$ cat src/rtl/prq_pkg.sv
// Package for the priority run queue insert/remove unit.
// Holds the default sizes, the command and status codes, and the transaction structs.
// No dependencies.
package prq_pkg;

    localparam int PRQ_NUM_THREADS = 64;
    localparam int PRQ_NUM_QUEUES  = 32;
    localparam int PRQ_PRIO_SHIFT  = 2;

    localparam int PRQ_TID_W    = 6;
    localparam int PRQ_PRIO_W   = 7;
    localparam int PRQ_BITMAP_W = 32;

    typedef enum logic {
        CMD_INSERT = 1'b0,
        CMD_REMOVE = 1'b1
    } prq_cmd_t;

    typedef enum logic [1:0] {
        ST_DONE       = 2'd0,
        ST_DUP_INSERT = 2'd1,
        ST_BAD_REMOVE = 2'd2
    } prq_status_t;

    typedef struct packed {
        prq_cmd_t                cmd;
        logic [PRQ_TID_W-1:0]    thread_id;
        logic [PRQ_PRIO_W-1:0]   priority_req;
    } prq_op_t;

    typedef struct packed {
        prq_status_t               status;
        logic [PRQ_BITMAP_W-1:0]   bitmap;
    } prq_res_t;

endpackage

$ cat src/rtl/prq_queue_core.sv
// Run queue state: per-thread link tables, queued flags, queue head/tail anchors, bitmap.
// Applies one insert or remove per enabled cycle and returns status and the updated bitmap.
// Depends on prq_pkg.
module prq_queue_core
    import prq_pkg::*;
#(
    parameter int NUM_THREADS = PRQ_NUM_THREADS,
    parameter int NUM_QUEUES  = PRQ_NUM_QUEUES,
    parameter int PRIO_SHIFT  = PRQ_PRIO_SHIFT
) (
    input  logic                 aclk,
    input  logic                 aresetn,
    input  logic                 load,
    input  logic [PRQ_TID_W-1:0] load_tid,
    input  logic                 fire,
    input  prq_op_t              op,
    output prq_res_t             res
);

    localparam int NODE_COUNT = NUM_THREADS + NUM_QUEUES;
    localparam int TW = $clog2(NUM_THREADS);
    localparam int QW = $clog2(NUM_QUEUES);
    localparam int NW = $clog2(NODE_COUNT);
    localparam int BW = (NUM_QUEUES > PRQ_BITMAP_W) ? NUM_QUEUES : PRQ_BITMAP_W;

    logic [NW-1:0]         next_link_reg [NUM_THREADS];
    logic [NW-1:0]         prev_link_reg [NUM_THREADS];
    logic [NUM_THREADS-1:0] queued_reg;
    logic [NW-1:0]         head_reg [NUM_QUEUES];
    logic [NW-1:0]         tail_reg [NUM_QUEUES];
    logic [NUM_QUEUES-1:0] bitmap_reg;
    logic [NUM_QUEUES-1:0] bitmap_next;

    logic [TW-1:0]         tmod [64];
    logic [TW-1:0]         t_idx;
    logic [NW-1:0]         t_node;
    logic [PRQ_PRIO_W-1:0] q_raw;
    logic [QW-1:0]         q_idx;
    logic [NW-1:0]         anc_q;
    logic [NUM_QUEUES-1:0] bit_q;
    logic                  is_ins;
    logic                  ins_ok;
    logic                  rem_ok;

    logic [NW-1:0] last;
    logic [NW-1:0] nx;
    logic [NW-1:0] pv;
    logic [NW-1:0] head_after;
    logic          last_thr, last_anc, nx_thr, nx_anc, pv_thr, pv_anc;

    logic [TW-1:0] ld_idx;
    logic [NW-1:0] nx_rd_reg;
    logic [NW-1:0] pv_rd_reg;
    logic          nx_hit;
    logic          pv_hit;
    logic [NW-1:0] nx_fwd;
    logic [NW-1:0] pv_fwd;

    logic [BW-1:0] bitmap_ext;

    genvar g;
    generate
        for (g = 0; g < 64; g++) begin : g_tmod
            assign tmod[g] = TW'(g % NUM_THREADS);
        end
    endgenerate

    function automatic logic node_is_thread(input logic [NW-1:0] node);
        return node < NW'(NUM_THREADS);
    endfunction

    function automatic logic node_is_anchor(input logic [NW-1:0] node);
        return (node >= NW'(NUM_THREADS)) && ({1'b0, node} < (NW+1)'(NODE_COUNT));
    endfunction

    function automatic logic [QW-1:0] node_queue(input logic [NW-1:0] node);
        logic [NW-1:0] d;
        d = node - NW'(NUM_THREADS);
        return d[QW-1:0];
    endfunction

    always_comb begin
        t_idx  = tmod[op.thread_id];
        t_node = NW'(t_idx);
        q_raw  = op.priority_req >> PRIO_SHIFT;
        if ({1'b0, q_raw} >= 8'(NUM_QUEUES)) begin
            q_idx = QW'(NUM_QUEUES - 1);
        end else begin
            q_idx = q_raw[QW-1:0];
        end
        anc_q = NW'(NUM_THREADS) + NW'(q_idx);
        bit_q = NUM_QUEUES'(1) << q_idx;
        is_ins = (op.cmd == CMD_INSERT);
        ins_ok = is_ins && !queued_reg[t_idx];
        rem_ok = !is_ins && queued_reg[t_idx] && ((bitmap_reg & bit_q) != '0);

        last = tail_reg[q_idx];
        nx   = nx_rd_reg;
        pv   = pv_rd_reg;
        last_thr = node_is_thread(last);
        last_anc = node_is_anchor(last);
        nx_thr   = node_is_thread(nx);
        nx_anc   = node_is_anchor(nx);
        pv_thr   = node_is_thread(pv);
        pv_anc   = node_is_anchor(pv);
        head_after = (pv == anc_q) ? nx : head_reg[q_idx];

        bitmap_next = bitmap_reg;
        if (ins_ok) begin
            bitmap_next = bitmap_reg | bit_q;
        end else if (rem_ok && (head_after == anc_q)) begin
            bitmap_next = bitmap_reg & ~bit_q;
        end

        if (is_ins) begin
            res.status = ins_ok ? ST_DONE : ST_DUP_INSERT;
        end else begin
            res.status = rem_ok ? ST_DONE : ST_BAD_REMOVE;
        end
        bitmap_ext = BW'(bitmap_next);
        res.bitmap = bitmap_ext[PRQ_BITMAP_W-1:0];

        // bypass of the link writes made on the same edge as the read
        ld_idx = tmod[load_tid];
        if (fire && ins_ok && (t_idx == ld_idx)) begin
            nx_hit = 1'b1;
            nx_fwd = anc_q;
        end else if (fire && ins_ok && last_thr && (last[TW-1:0] == ld_idx)) begin
            nx_hit = 1'b1;
            nx_fwd = t_node;
        end else if (fire && rem_ok && pv_thr && (pv[TW-1:0] == ld_idx)) begin
            nx_hit = 1'b1;
            nx_fwd = nx;
        end else begin
            nx_hit = 1'b0;
            nx_fwd = '0;
        end
        if (fire && ins_ok && (t_idx == ld_idx)) begin
            pv_hit = 1'b1;
            pv_fwd = last;
        end else if (fire && rem_ok && nx_thr && (nx[TW-1:0] == ld_idx)) begin
            pv_hit = 1'b1;
            pv_fwd = pv;
        end else begin
            pv_hit = 1'b0;
            pv_fwd = '0;
        end
    end

    // link tables: no reset, only used for queued threads; read when the transaction is taken
    always_ff @(posedge aclk) begin
        if (load) begin
            nx_rd_reg <= nx_hit ? nx_fwd : next_link_reg[ld_idx];
            pv_rd_reg <= pv_hit ? pv_fwd : prev_link_reg[ld_idx];
        end
        if (fire && ins_ok) begin
            next_link_reg[t_idx] <= anc_q;
            prev_link_reg[t_idx] <= last;
            if (last_thr) begin
                next_link_reg[last[TW-1:0]] <= t_node;
            end
        end else if (fire && rem_ok) begin
            if (nx_thr) begin
                prev_link_reg[nx[TW-1:0]] <= pv;
            end
            if (pv_thr) begin
                next_link_reg[pv[TW-1:0]] <= nx;
            end
        end
    end

    always_ff @(posedge aclk) begin
        if (!aresetn) begin
            queued_reg <= '0;
            bitmap_reg <= '0;
            for (int i = 0; i < NUM_QUEUES; i++) begin
                head_reg[i] <= NW'(NUM_THREADS + i);
                tail_reg[i] <= NW'(NUM_THREADS + i);
            end
        end else if (fire) begin
            bitmap_reg <= bitmap_next;
            if (ins_ok) begin
                queued_reg[t_idx] <= 1'b1;
                tail_reg[q_idx]   <= t_node;
                if (last_anc) begin
                    head_reg[node_queue(last)] <= t_node;
                end
            end else if (rem_ok) begin
                queued_reg[t_idx] <= 1'b0;
                if (nx_anc) begin
                    tail_reg[node_queue(nx)] <= pv;
                end
                if (pv_anc) begin
                    head_reg[node_queue(pv)] <= nx;
                end
            end
        end
    end

    a_reset_clears: assert property (@(posedge aclk)
        !aresetn |=> (bitmap_reg == '0) && (queued_reg == '0))
        else $error("bitmap or queued flags not cleared by reset");

    a_insert_sets_bit: assert property (@(posedge aclk) disable iff (!aresetn)
        (fire && ins_ok) |=> ((bitmap_reg & $past(bit_q)) != '0))
        else $error("queue bit not set after insert");

    a_insert_marks_queued: assert property (@(posedge aclk) disable iff (!aresetn)
        (fire && ins_ok) |=> queued_reg[$past(t_idx)])
        else $error("thread not marked queued after insert");

    a_reject_no_change: assert property (@(posedge aclk) disable iff (!aresetn)
        (fire && !ins_ok && !rem_ok) |=> ($stable(bitmap_reg) && $stable(queued_reg)))
        else $error("rejected transaction changed queue state");

endmodule

$ cat src/rtl/priority_run_queue_insert_remove_unit.sv
// Top level of the priority run queue insert/remove unit: stream handshake and registers.
// Instantiates prq_queue_core; depends on prq_pkg.
//
// channel | dir | tdata (low bit up)                    | tuser
// s_      | in  | thread_id[5:0], priority_req[12:6]    | command[0]
// m_      | out | status[1:0], nonempty_bitmap[33:2]    | -
//
// One transaction per cycle while m_ is not stalled; the core makes all link updates
// of a transaction in the same cycle. Path: input register, then result register.
// Reset (aresetn low, synchronous) empties every queue and drops held transactions.
// A stalled result holds m_; s_tready drops only when both registers are full and stalled.
module priority_run_queue_insert_remove_unit
    import prq_pkg::*;
#(
    parameter int NUM_THREADS = PRQ_NUM_THREADS,
    parameter int NUM_QUEUES  = PRQ_NUM_QUEUES,
    parameter int PRIO_SHIFT  = PRQ_PRIO_SHIFT
) (
    input  logic        aclk,
    input  logic        aresetn,
    input  logic        s_tvalid,
    output logic        s_tready,
    input  logic [15:0] s_tdata,   // thread_id[5:0], priority_req[12:6], zero pad
    input  logic [0:0]  s_tuser,   // command[0]
    output logic        m_tvalid,
    input  logic        m_tready,
    output logic [39:0] m_tdata    // status[1:0], nonempty_bitmap[33:2], zero pad
);

    prq_op_t  in_op_reg;
    logic     in_valid_reg;
    prq_res_t out_res_reg;
    logic     out_valid_reg;
    prq_res_t core_res;
    logic     out_free;
    logic     fire;

    assign out_free = !out_valid_reg || m_tready;
    assign fire     = in_valid_reg && out_free;
    assign s_tready = !in_valid_reg || out_free;

    prq_queue_core #(
        .NUM_THREADS (NUM_THREADS),
        .NUM_QUEUES  (NUM_QUEUES),
        .PRIO_SHIFT  (PRIO_SHIFT)
    ) u_core (
        .aclk     (aclk),
        .aresetn  (aresetn),
        .load     (s_tvalid && s_tready),
        .load_tid (s_tdata[5:0]),
        .fire     (fire),
        .op       (in_op_reg),
        .res      (core_res)
    );

    always_ff @(posedge aclk) begin
        if (!aresetn) begin
            in_valid_reg  <= 1'b0;
            out_valid_reg <= 1'b0;
        end else begin
            if (s_tvalid && s_tready) begin
                in_valid_reg <= 1'b1;
            end else if (fire) begin
                in_valid_reg <= 1'b0;
            end
            if (fire) begin
                out_valid_reg <= 1'b1;
            end else if (m_tready) begin
                out_valid_reg <= 1'b0;
            end
        end
    end

    always_ff @(posedge aclk) begin
        if (s_tvalid && s_tready) begin
            in_op_reg.cmd          <= prq_cmd_t'(s_tuser[0]);
            in_op_reg.thread_id    <= s_tdata[5:0];
            in_op_reg.priority_req <= s_tdata[12:6];
        end
        if (fire) begin
            out_res_reg <= core_res;
        end
    end

    assign m_tvalid = out_valid_reg;
    assign m_tdata  = {6'd0, out_res_reg.bitmap, out_res_reg.status};

endmodule

$ cat config.mk
export PLATFORM = sky130hd
export DESIGN_NAME = priority_run_queue_insert_remove_unit
export DESIGN_NICKNAME = d
export VERILOG_FILES = /design/src/rtl/prq_pkg.sv /design/src/rtl/prq_queue_core.sv /design/src/rtl/priority_run_queue_insert_remove_unit.sv
export SDC_FILE = /design/constraint.sdc
export NUM_CORES = 2
export LEC_CHECK = 0
export ABC_CLOCK_PERIOD_IN_PS = 5100
export BUFFER_PORTS_ARGS = -buffer_cell sky130_fd_sc_hd__buf_4
export CAP_MARGIN = 30
export CORE_MARGIN = 2
export CORE_UTILIZATION = 40
export DETAILED_ROUTE_END_ITERATION = 10
export MAX_ROUTING_LAYER = met4
export PLACE_DENSITY = 0.63
export RECOVER_POWER = 50
export SLEW_MARGIN = 10
export SYNTH_ARGS = -nofsm -noshare
export SYNTH_HDL_FRONTEND = slang
export SYNTH_SLANG_ARGS = --single-unit
export TNS_END_PERCENT = 10
$ cat constraint.sdc
create_clock -name aclk -period 5.1 [get_ports aclk]
set_input_delay 0.255 -clock aclk [delete_from_list [all_inputs] [get_ports aclk]]
set_output_delay 0.255 -clock aclk [all_outputs]
set_load 0.05 [all_outputs]
Yosys cells after proc, flatten, opt, wreduce, memory -nomap -nowiden
Memories as Yosys holds them, arrays and structs flattened. A register that Yosys moved wholly into a read port is not among the register bits.
Index checks and enable logic that the tools add are counted.
{"block": "word_totals", "mem_bits_ro": 768, "out_inout_bits": 42, "wordCells": 173, "in_bits": 21, "memories": 6, "mem_bits_rw": 1344, "reg_bits": 153}
{"block": "op_classes", "add_sub_neg": 4, "n_eq_ne": 8, "muxes": 83, "bitwise": 10, "n_lt_le_gt_ge": 14, "reduce_logical": 37, "shifts": 1}
{"name": "u_core.next_link_reg", "words": 64, "width": 7, "read_ports": 1, "rd_ports_with_merged_regs": 0, "wr": 2, "line": "prq_queue_core.sv:26", "text": "logic [NW-1:0] next_link_reg [NUM_THREADS];"}
{"name": "u_core.prev_link_reg", "words": 64, "width": 7, "read_ports": 1, "rd_ports_with_merged_regs": 1, "wr": 1, "line": "prq_queue_core.sv:27", "text": "logic [NW-1:0] prev_link_reg [NUM_THREADS];"}
{"name": "(name not given)", "words": 64, "width": 6, "read_ports": 1, "rd_ports_with_merged_regs": 0, "wr": 0, "line": "prq_queue_core.sv:124", "text": "ld_idx = tmod[load_tid];"}
{"name": "(name not given)", "words": 64, "width": 6, "read_ports": 1, "rd_ports_with_merged_regs": 0, "wr": 0, "line": "prq_queue_core.sv:83", "text": "t_idx = tmod[op.thread_id];"}
{"name": "u_core.head_reg", "words": 32, "width": 7, "read_ports": 1, "rd_ports_with_merged_regs": 0, "wr": 32, "line": "prq_queue_core.sv:29", "text": "logic [NW-1:0] head_reg [NUM_QUEUES];"}
{"name": "u_core.tail_reg", "words": 32, "width": 7, "read_ports": 1, "rd_ports_with_merged_regs": 0, "wr": 32, "line": "prq_queue_core.sv:30", "text": "logic [NW-1:0] tail_reg [NUM_QUEUES];"}
{"op": "$mux 64", "count": 2}
{"op": "$mux 7", "count": 11}
{"op": "$and 32x32->32", "count": 2}
{"op": "$and 64x64->64", "count": 1}
{"op": "$mux 32", "count": 2}
{"op": "$not 64->64", "count": 1}
{"op": "$or 64x64->64", "count": 1}
{"op": "$mux 1", "count": 53}
{"op": "$lt 7x7->1 const B", "count": 6}
{"op": "$reduce_or 7->1", "count": 6}
{"op": "$mux 6", "count": 6}
{"op": "$ge 7x7->1 const B", "count": 5}
{"op": "$not 32->32", "count": 1}
{"op": "$or 32x32->32", "count": 1}
{"op": "$reduce_bool 32->1", "count": 1}
{"op": "$shl 1x5->32 const A", "count": 1}
{"op": "$mux 5", "count": 5}
{"op": "$eq 6x6->1", "count": 4}
{"op": "$logic_and 1x1->1", "count": 19}
{"op": "$sub 5x1->5 const B", "count": 3}
{"op": "$eq 7x7->1", "count": 2}
{"op": "$not 6->7", "count": 2}
{"op": "$add 7x5->7 const A", "count": 1}
{"op": "$lt 6x7->1 const B", "count": 1}
{"op": "other kinds (12)", "count": 20}

Depth between registers and ports, before layout
{"block": "logic_depth", "depth_word": 16, "mapped_depth": 17, "mapped_depth_nobuf": 9}

Hierarchy
Synthesis repeated with hierarchy kept, for this count alone.
{"block": "hier_totals", "hier_cells": 5231, "hier_area_um2": 71183.3}
{"module": "prq_queue_core", "n_inst": 1, "area_per_inst_um2": 69589.2, "seq_area_each_um2": 42060.3, "cells_per_inst": 5167}
{"module": "priority_run_queue_insert_remove_unit", "n_inst": 1, "area_per_inst_um2": 1594.0, "seq_area_each_um2": 1481.4, "cells_per_inst": 64}

Worst setup path before layout
OpenSTA, ideal clock, no wires.
{"block": "synth_timing", "path_type": "register to register", "startpoint": "register in_op_reg[7] (netlist bit)", "endpoint": "memory u_core.prev_link_reg[0][0] (netlist bit), data pin", "arrival_time_ns": 4.428, "setup_slack_ns": 0.118, "setup_ns": 0.554, "n_path_buf": 3, "stages_incl_launch_ff": 12, "period_less_slack_ns": 4.982, "required_time_ns": 4.546, "cell_sequence": "edfxtp_1 -> buf_4 -> nor2_1 -> a22o_1 -> a222oi_1 -> o22ai_1 -> nor3_4 -> buf_2 -> a2111oi_4 -> clkbuf_1 -> nor2_1 -> a21oi_1"}
{"block": "synth_via", "elab_chain_cells": 14, "elab_cells_between_ends": 17, "classes_between": "mux: 8; bitwise: 1; reduce/logical: 7; memory: 1"}
{"item": "start: declaration", "line": "priority_run_queue_insert_remove_unit.sv:30", "text": "prq_op_t in_op_reg;"}
{"item": "$not 6->7 (implied by the code) *", "line": "prq_queue_core.sv:83"}
{"item": "$mem_v2 64x6 *"}
{"item": "$mux 6 (implied by the code) * (2 in series)", "line": "prq_queue_core.sv:83"}
{"item": "$bmux 1 s6 *", "line": "prq_queue_core.sv:94, prq_queue_core.sv:95"}
{"item": "$mux 1 (implied by the code) *", "line": "prq_queue_core.sv:94, prq_queue_core.sv:95"}
{"item": "$logic_and 1x1->1 (2 in series)", "line": "prq_queue_core.sv:95", "text": "rem_ok = !is_ins && queued_reg[t_idx] && ((bitmap_reg & bit_q) != '0);"}
{"item": "$logic_and 1x1->1", "line": "prq_queue_core.sv:162", "text": "end else if (fire && rem_ok) begin"}
{"item": "$mux 1", "line": "prq_queue_core.sv:162"}
{"item": "$mux 1 *", "line": "prq_queue_core.sv:156", "text": "if (fire && ins_ok) begin"}
{"item": "$mux 1 (implied by the code) *", "line": "prq_queue_core.sv:164", "text": "prev_link_reg[nx[TW-1:0]] <= pv;"}
{"item": "$reduce_or 7->1 (no line) *"}
{"item": "$mux 7 (no line) *"}
{"item": "end: declaration", "line": "prq_queue_core.sv:27"}
Every way passes the cells marked *; elsewhere a longest branch is shown, timed or not. The select of a mux whose other input is x is not followed.

==> flow_summary.ini <==
[min_path]
holdPathEnd = u_core.bitmap_reg[13]
hold_path_class = primary input to register
min-delay-start = aresetn
whs_path_depth = 4

[synthesis]
yosysTopAreaCellShare = 0.5551
synthDistinctLibCells = 95
synth_edf_count = 1340
ys.flop_type = edfxtp_1
syn_area_um2 = 72490
netlist.top_cell.by_area = edfxtp_1
synthCells = 5351
synthTopCellsByCount = edfxtp_1 (1340), nor2_1 (658), nand2_1 (438), mux4_2 (343), mux2_2 (337)
yosysSeqAreaShare = 0.5998
synth_area_leaders = edfxtp_1 (56%), mux4_2 (11%), mux2_2 (5.2%)
synth-seq-cells = 1502
yosysMostFrequentCell = edfxtp_1
postSynthAreaPerCell_um2 = 13.55
async_reset_ff_frac = 0
yosys_warnings = 0

[run_status]
status = finished with violations
violations = capacitance limit, slew limit

[setup_path]
r2r_slack_ns = 0.09
start_kind = register
cp_num_buf_inv = 4
timing.rr.end = u_core.tail_reg[28][3]
crit_family = buffers and inverters
path_cells = nor2_1 -> a221o_1 -> a222oi_1 -> o22ai_1 -> nor3_1 -> buf_4 -> buf_4 -> a211oi_2 -> clkbuf_2 -> mux2i_4 -> clkbuf_2 -> nand2_1
slowest_stage = clkbuf_2
critPathMaxFanout = 32
cpPeakStageDelay_ns = 0.74
worst_ep_required_time_ns = 5.63
reg2reg_depth = 12
end_kind = register
critical_path_class = register to register
crit_arrival_ns = 5.54
reg2reg_from = in_op_reg[9]

[timing]
timing.slew.headroom = -1.424
finClkSkew_ns = 0.05917
tns_ns = 0
finalCriticalPeriod_ns = 5.014
finalHoldViolCount = 0
setup_viol = 0
finalCritPeriodShare = 0.9832
clock.fmax_mhz = 199.4
slew_violations = 164
tightest_slew_ns = 3.636
rsz0062_at_grt = false

[detailed_routing]
drtIter0Drc = 6271
routed_wl_mm = 216.9
wl_per_cell_um = 27.28
avgViaCountPerCell = 6.148
ant_nets = 0
vias = 48890
remaining_drc_errors = 0
drt-pass1-iter-count = 6

[clock_tree]
numCtsBuffers = 157
cts_tree = yes
cts.path.max_buffers = 3
clock_latency_ns = 0.83
clk_pin_slew_worst_paths_ns = 0.06
cts_root_buffer = clkbuf_16
cts.sinks = 1502
htree_levels = 4
post_cts.repair.setup_buffers = 0

[finish]
syn_to_final_growth_pct = 13.03
fill_cells = 15930
num-nets-final = 5470
drive_above_1_share = 0.2403

[global_routing]
grt_max_degree = 65
grt-ovfl-total = 0
grt_pass1_wl_mm = 321.6
antenna_found_initial = 2
first_global_vias = 48010
grt_use_total = 0.2384

[placement]
gp_congestion = 0.9576
port_buffers = 51
post-dp-hpwl_mm = 142.3

[floorplanning]
dieArea_um2 = 184700
chipHeight_um = 429.7
initial_utilization = 0.4020
rows = 156
core-area_um2 = 180400
io_pins = 63
die_w_um = 429.7

[job]
cap_violations = 5

[pwr]
leakage_nw = 24.73
powerDensity_nw_per_um2 = 337.2
p_total_w = 0.02763
vdd_drop_max_v = 0.0003544
[per-stage QoR]
stage	hold slack (ns)	setup WS (ns)	utilization	area [µm²]	instances
floorplan	0.3539	0.1179	-	72510	5356
global route	0.1510	0.01274	0.4543	81940	7951
detailed placement	0.4347	0.1018	0.4276	77120	7647
global placement	0.4344	0.1228	0.4273	77070	7643
CTS	0.01550	0.07514	0.4577	82550	7948
finish	0.1570	0.08582	0.4543	81940	7952
[power breakdown]
part	internal [W]	switching [W]	leakage, nW
logic	0.000598	0.00152	9.69
registers	0.0136	0.0000917	12.5
clock network	0.00678	0.00505	2.58
total	0.0210	0.00666	24.7
[layout make-up]
cell class,instances,area (µm²),share of cell area
Tap cell,2370,2965,0.03619
Clock buffer,200,4254,0.05192
Timing Repair Buffer,418,3038,0.03708
Clock inverter,90,1064,0.01298
Sequential cell,1502,43480,0.5307
Inverter,20,75.07,0.0009162
Antenna cell,2,5.005,0.00006108
Multi-Input combinational cell,3350,27060,0.3302
[worst reg2reg max path, cell delays in order (launching register included)]
cell and delay [ns]:
edfxtp_1 0.52, nor2_1 0.62, a221o_1 0.29, a222oi_1 0.11
o22ai_1 0.46, nor3_1 0.18, buf_4 0.24, buf_4 0.20
a211oi_2 0.35, clkbuf_2 0.57, mux2i_4 0.32, clkbuf_2 0.74
nand2_1 0.15
[layer usage]
layer	share of wire	GRT usage	up-vias
li1	-	-	20920
met1	0.40	0.3139	24800
met2	0.47	0.3680	2655
met3	0.092	0.04161	509
met4	0.042	0.09478	0
met5	0	-	-
[worst max path at each step]
stage	startpoint	endpoint	slack (ns)	cells after the start
2_1_floorplan	in_op_reg[7]	u_core.prev_link_reg[0][0]	0.12	11
3_3_place_gp	in_op_reg[2]	u_core.next_link_reg[39][2]	0.12	9
3_5_place_dp	in_op_reg[2]	u_core.next_link_reg[39][2]	0.10	9
4_1_cts	in_op_reg[2]	u_core.next_link_reg[39][2]	0.08	9
5_1_grt	in_op_reg[9]	u_core.tail_reg[28][3]	0.01	12
6_report	in_op_reg[9]	u_core.tail_reg[28][3]	0.09	12
[kinds of logic (layout without fill, tap and decap cells)]
logic type	after synthesis	count (layout)	share of synthesized area
AO/OA/AOI/OAI	875	875	0.08573
XOR/XNOR	31	31	0.003745
buffers and inverters	504	728	0.02995
multiplexers	798	798	0.1755
other	1	8	0.00005173
AND/OR/NAND/NOR	1640	1640	0.1052
flip-flops	1502	1502	0.5998
[cells in the final DEF (no fill, tap or decap), drive strengths merged, types with 12 or more instances in the layout]
cell	instances
a21boi	14
a21o	53
a21oi	188
a22o	77
a22oi	68
a2bb2oi	14
a311oi	78
a31oi	34
and2	15
and3	12
buf	265
bufinv	16
clkbuf	342
clkinv	63
dfxtp	162
edfxtp	1340
inv	24
mux2	341
mux2i	114
mux4	343
nand2	443
nand2b	66
nand3	127
nand4	43
nor2	717
nor2b	34
nor3	48
nor3b	12
nor4	27
o21ai	94
o22ai	48
o31ai	95
o41ai	26
or3	45
xnor2	17
xor2	14
[what timing repair did]
item / 4_1_cts / 5_1_grt
setup endpoints to repair: 0 / 89
endpoints found under the hold margin: 10 / 0
gates resized for setup: 0 / 2
hold buffers: 11 / 0
Note: power is estimated with default switching activity, not from simulation.
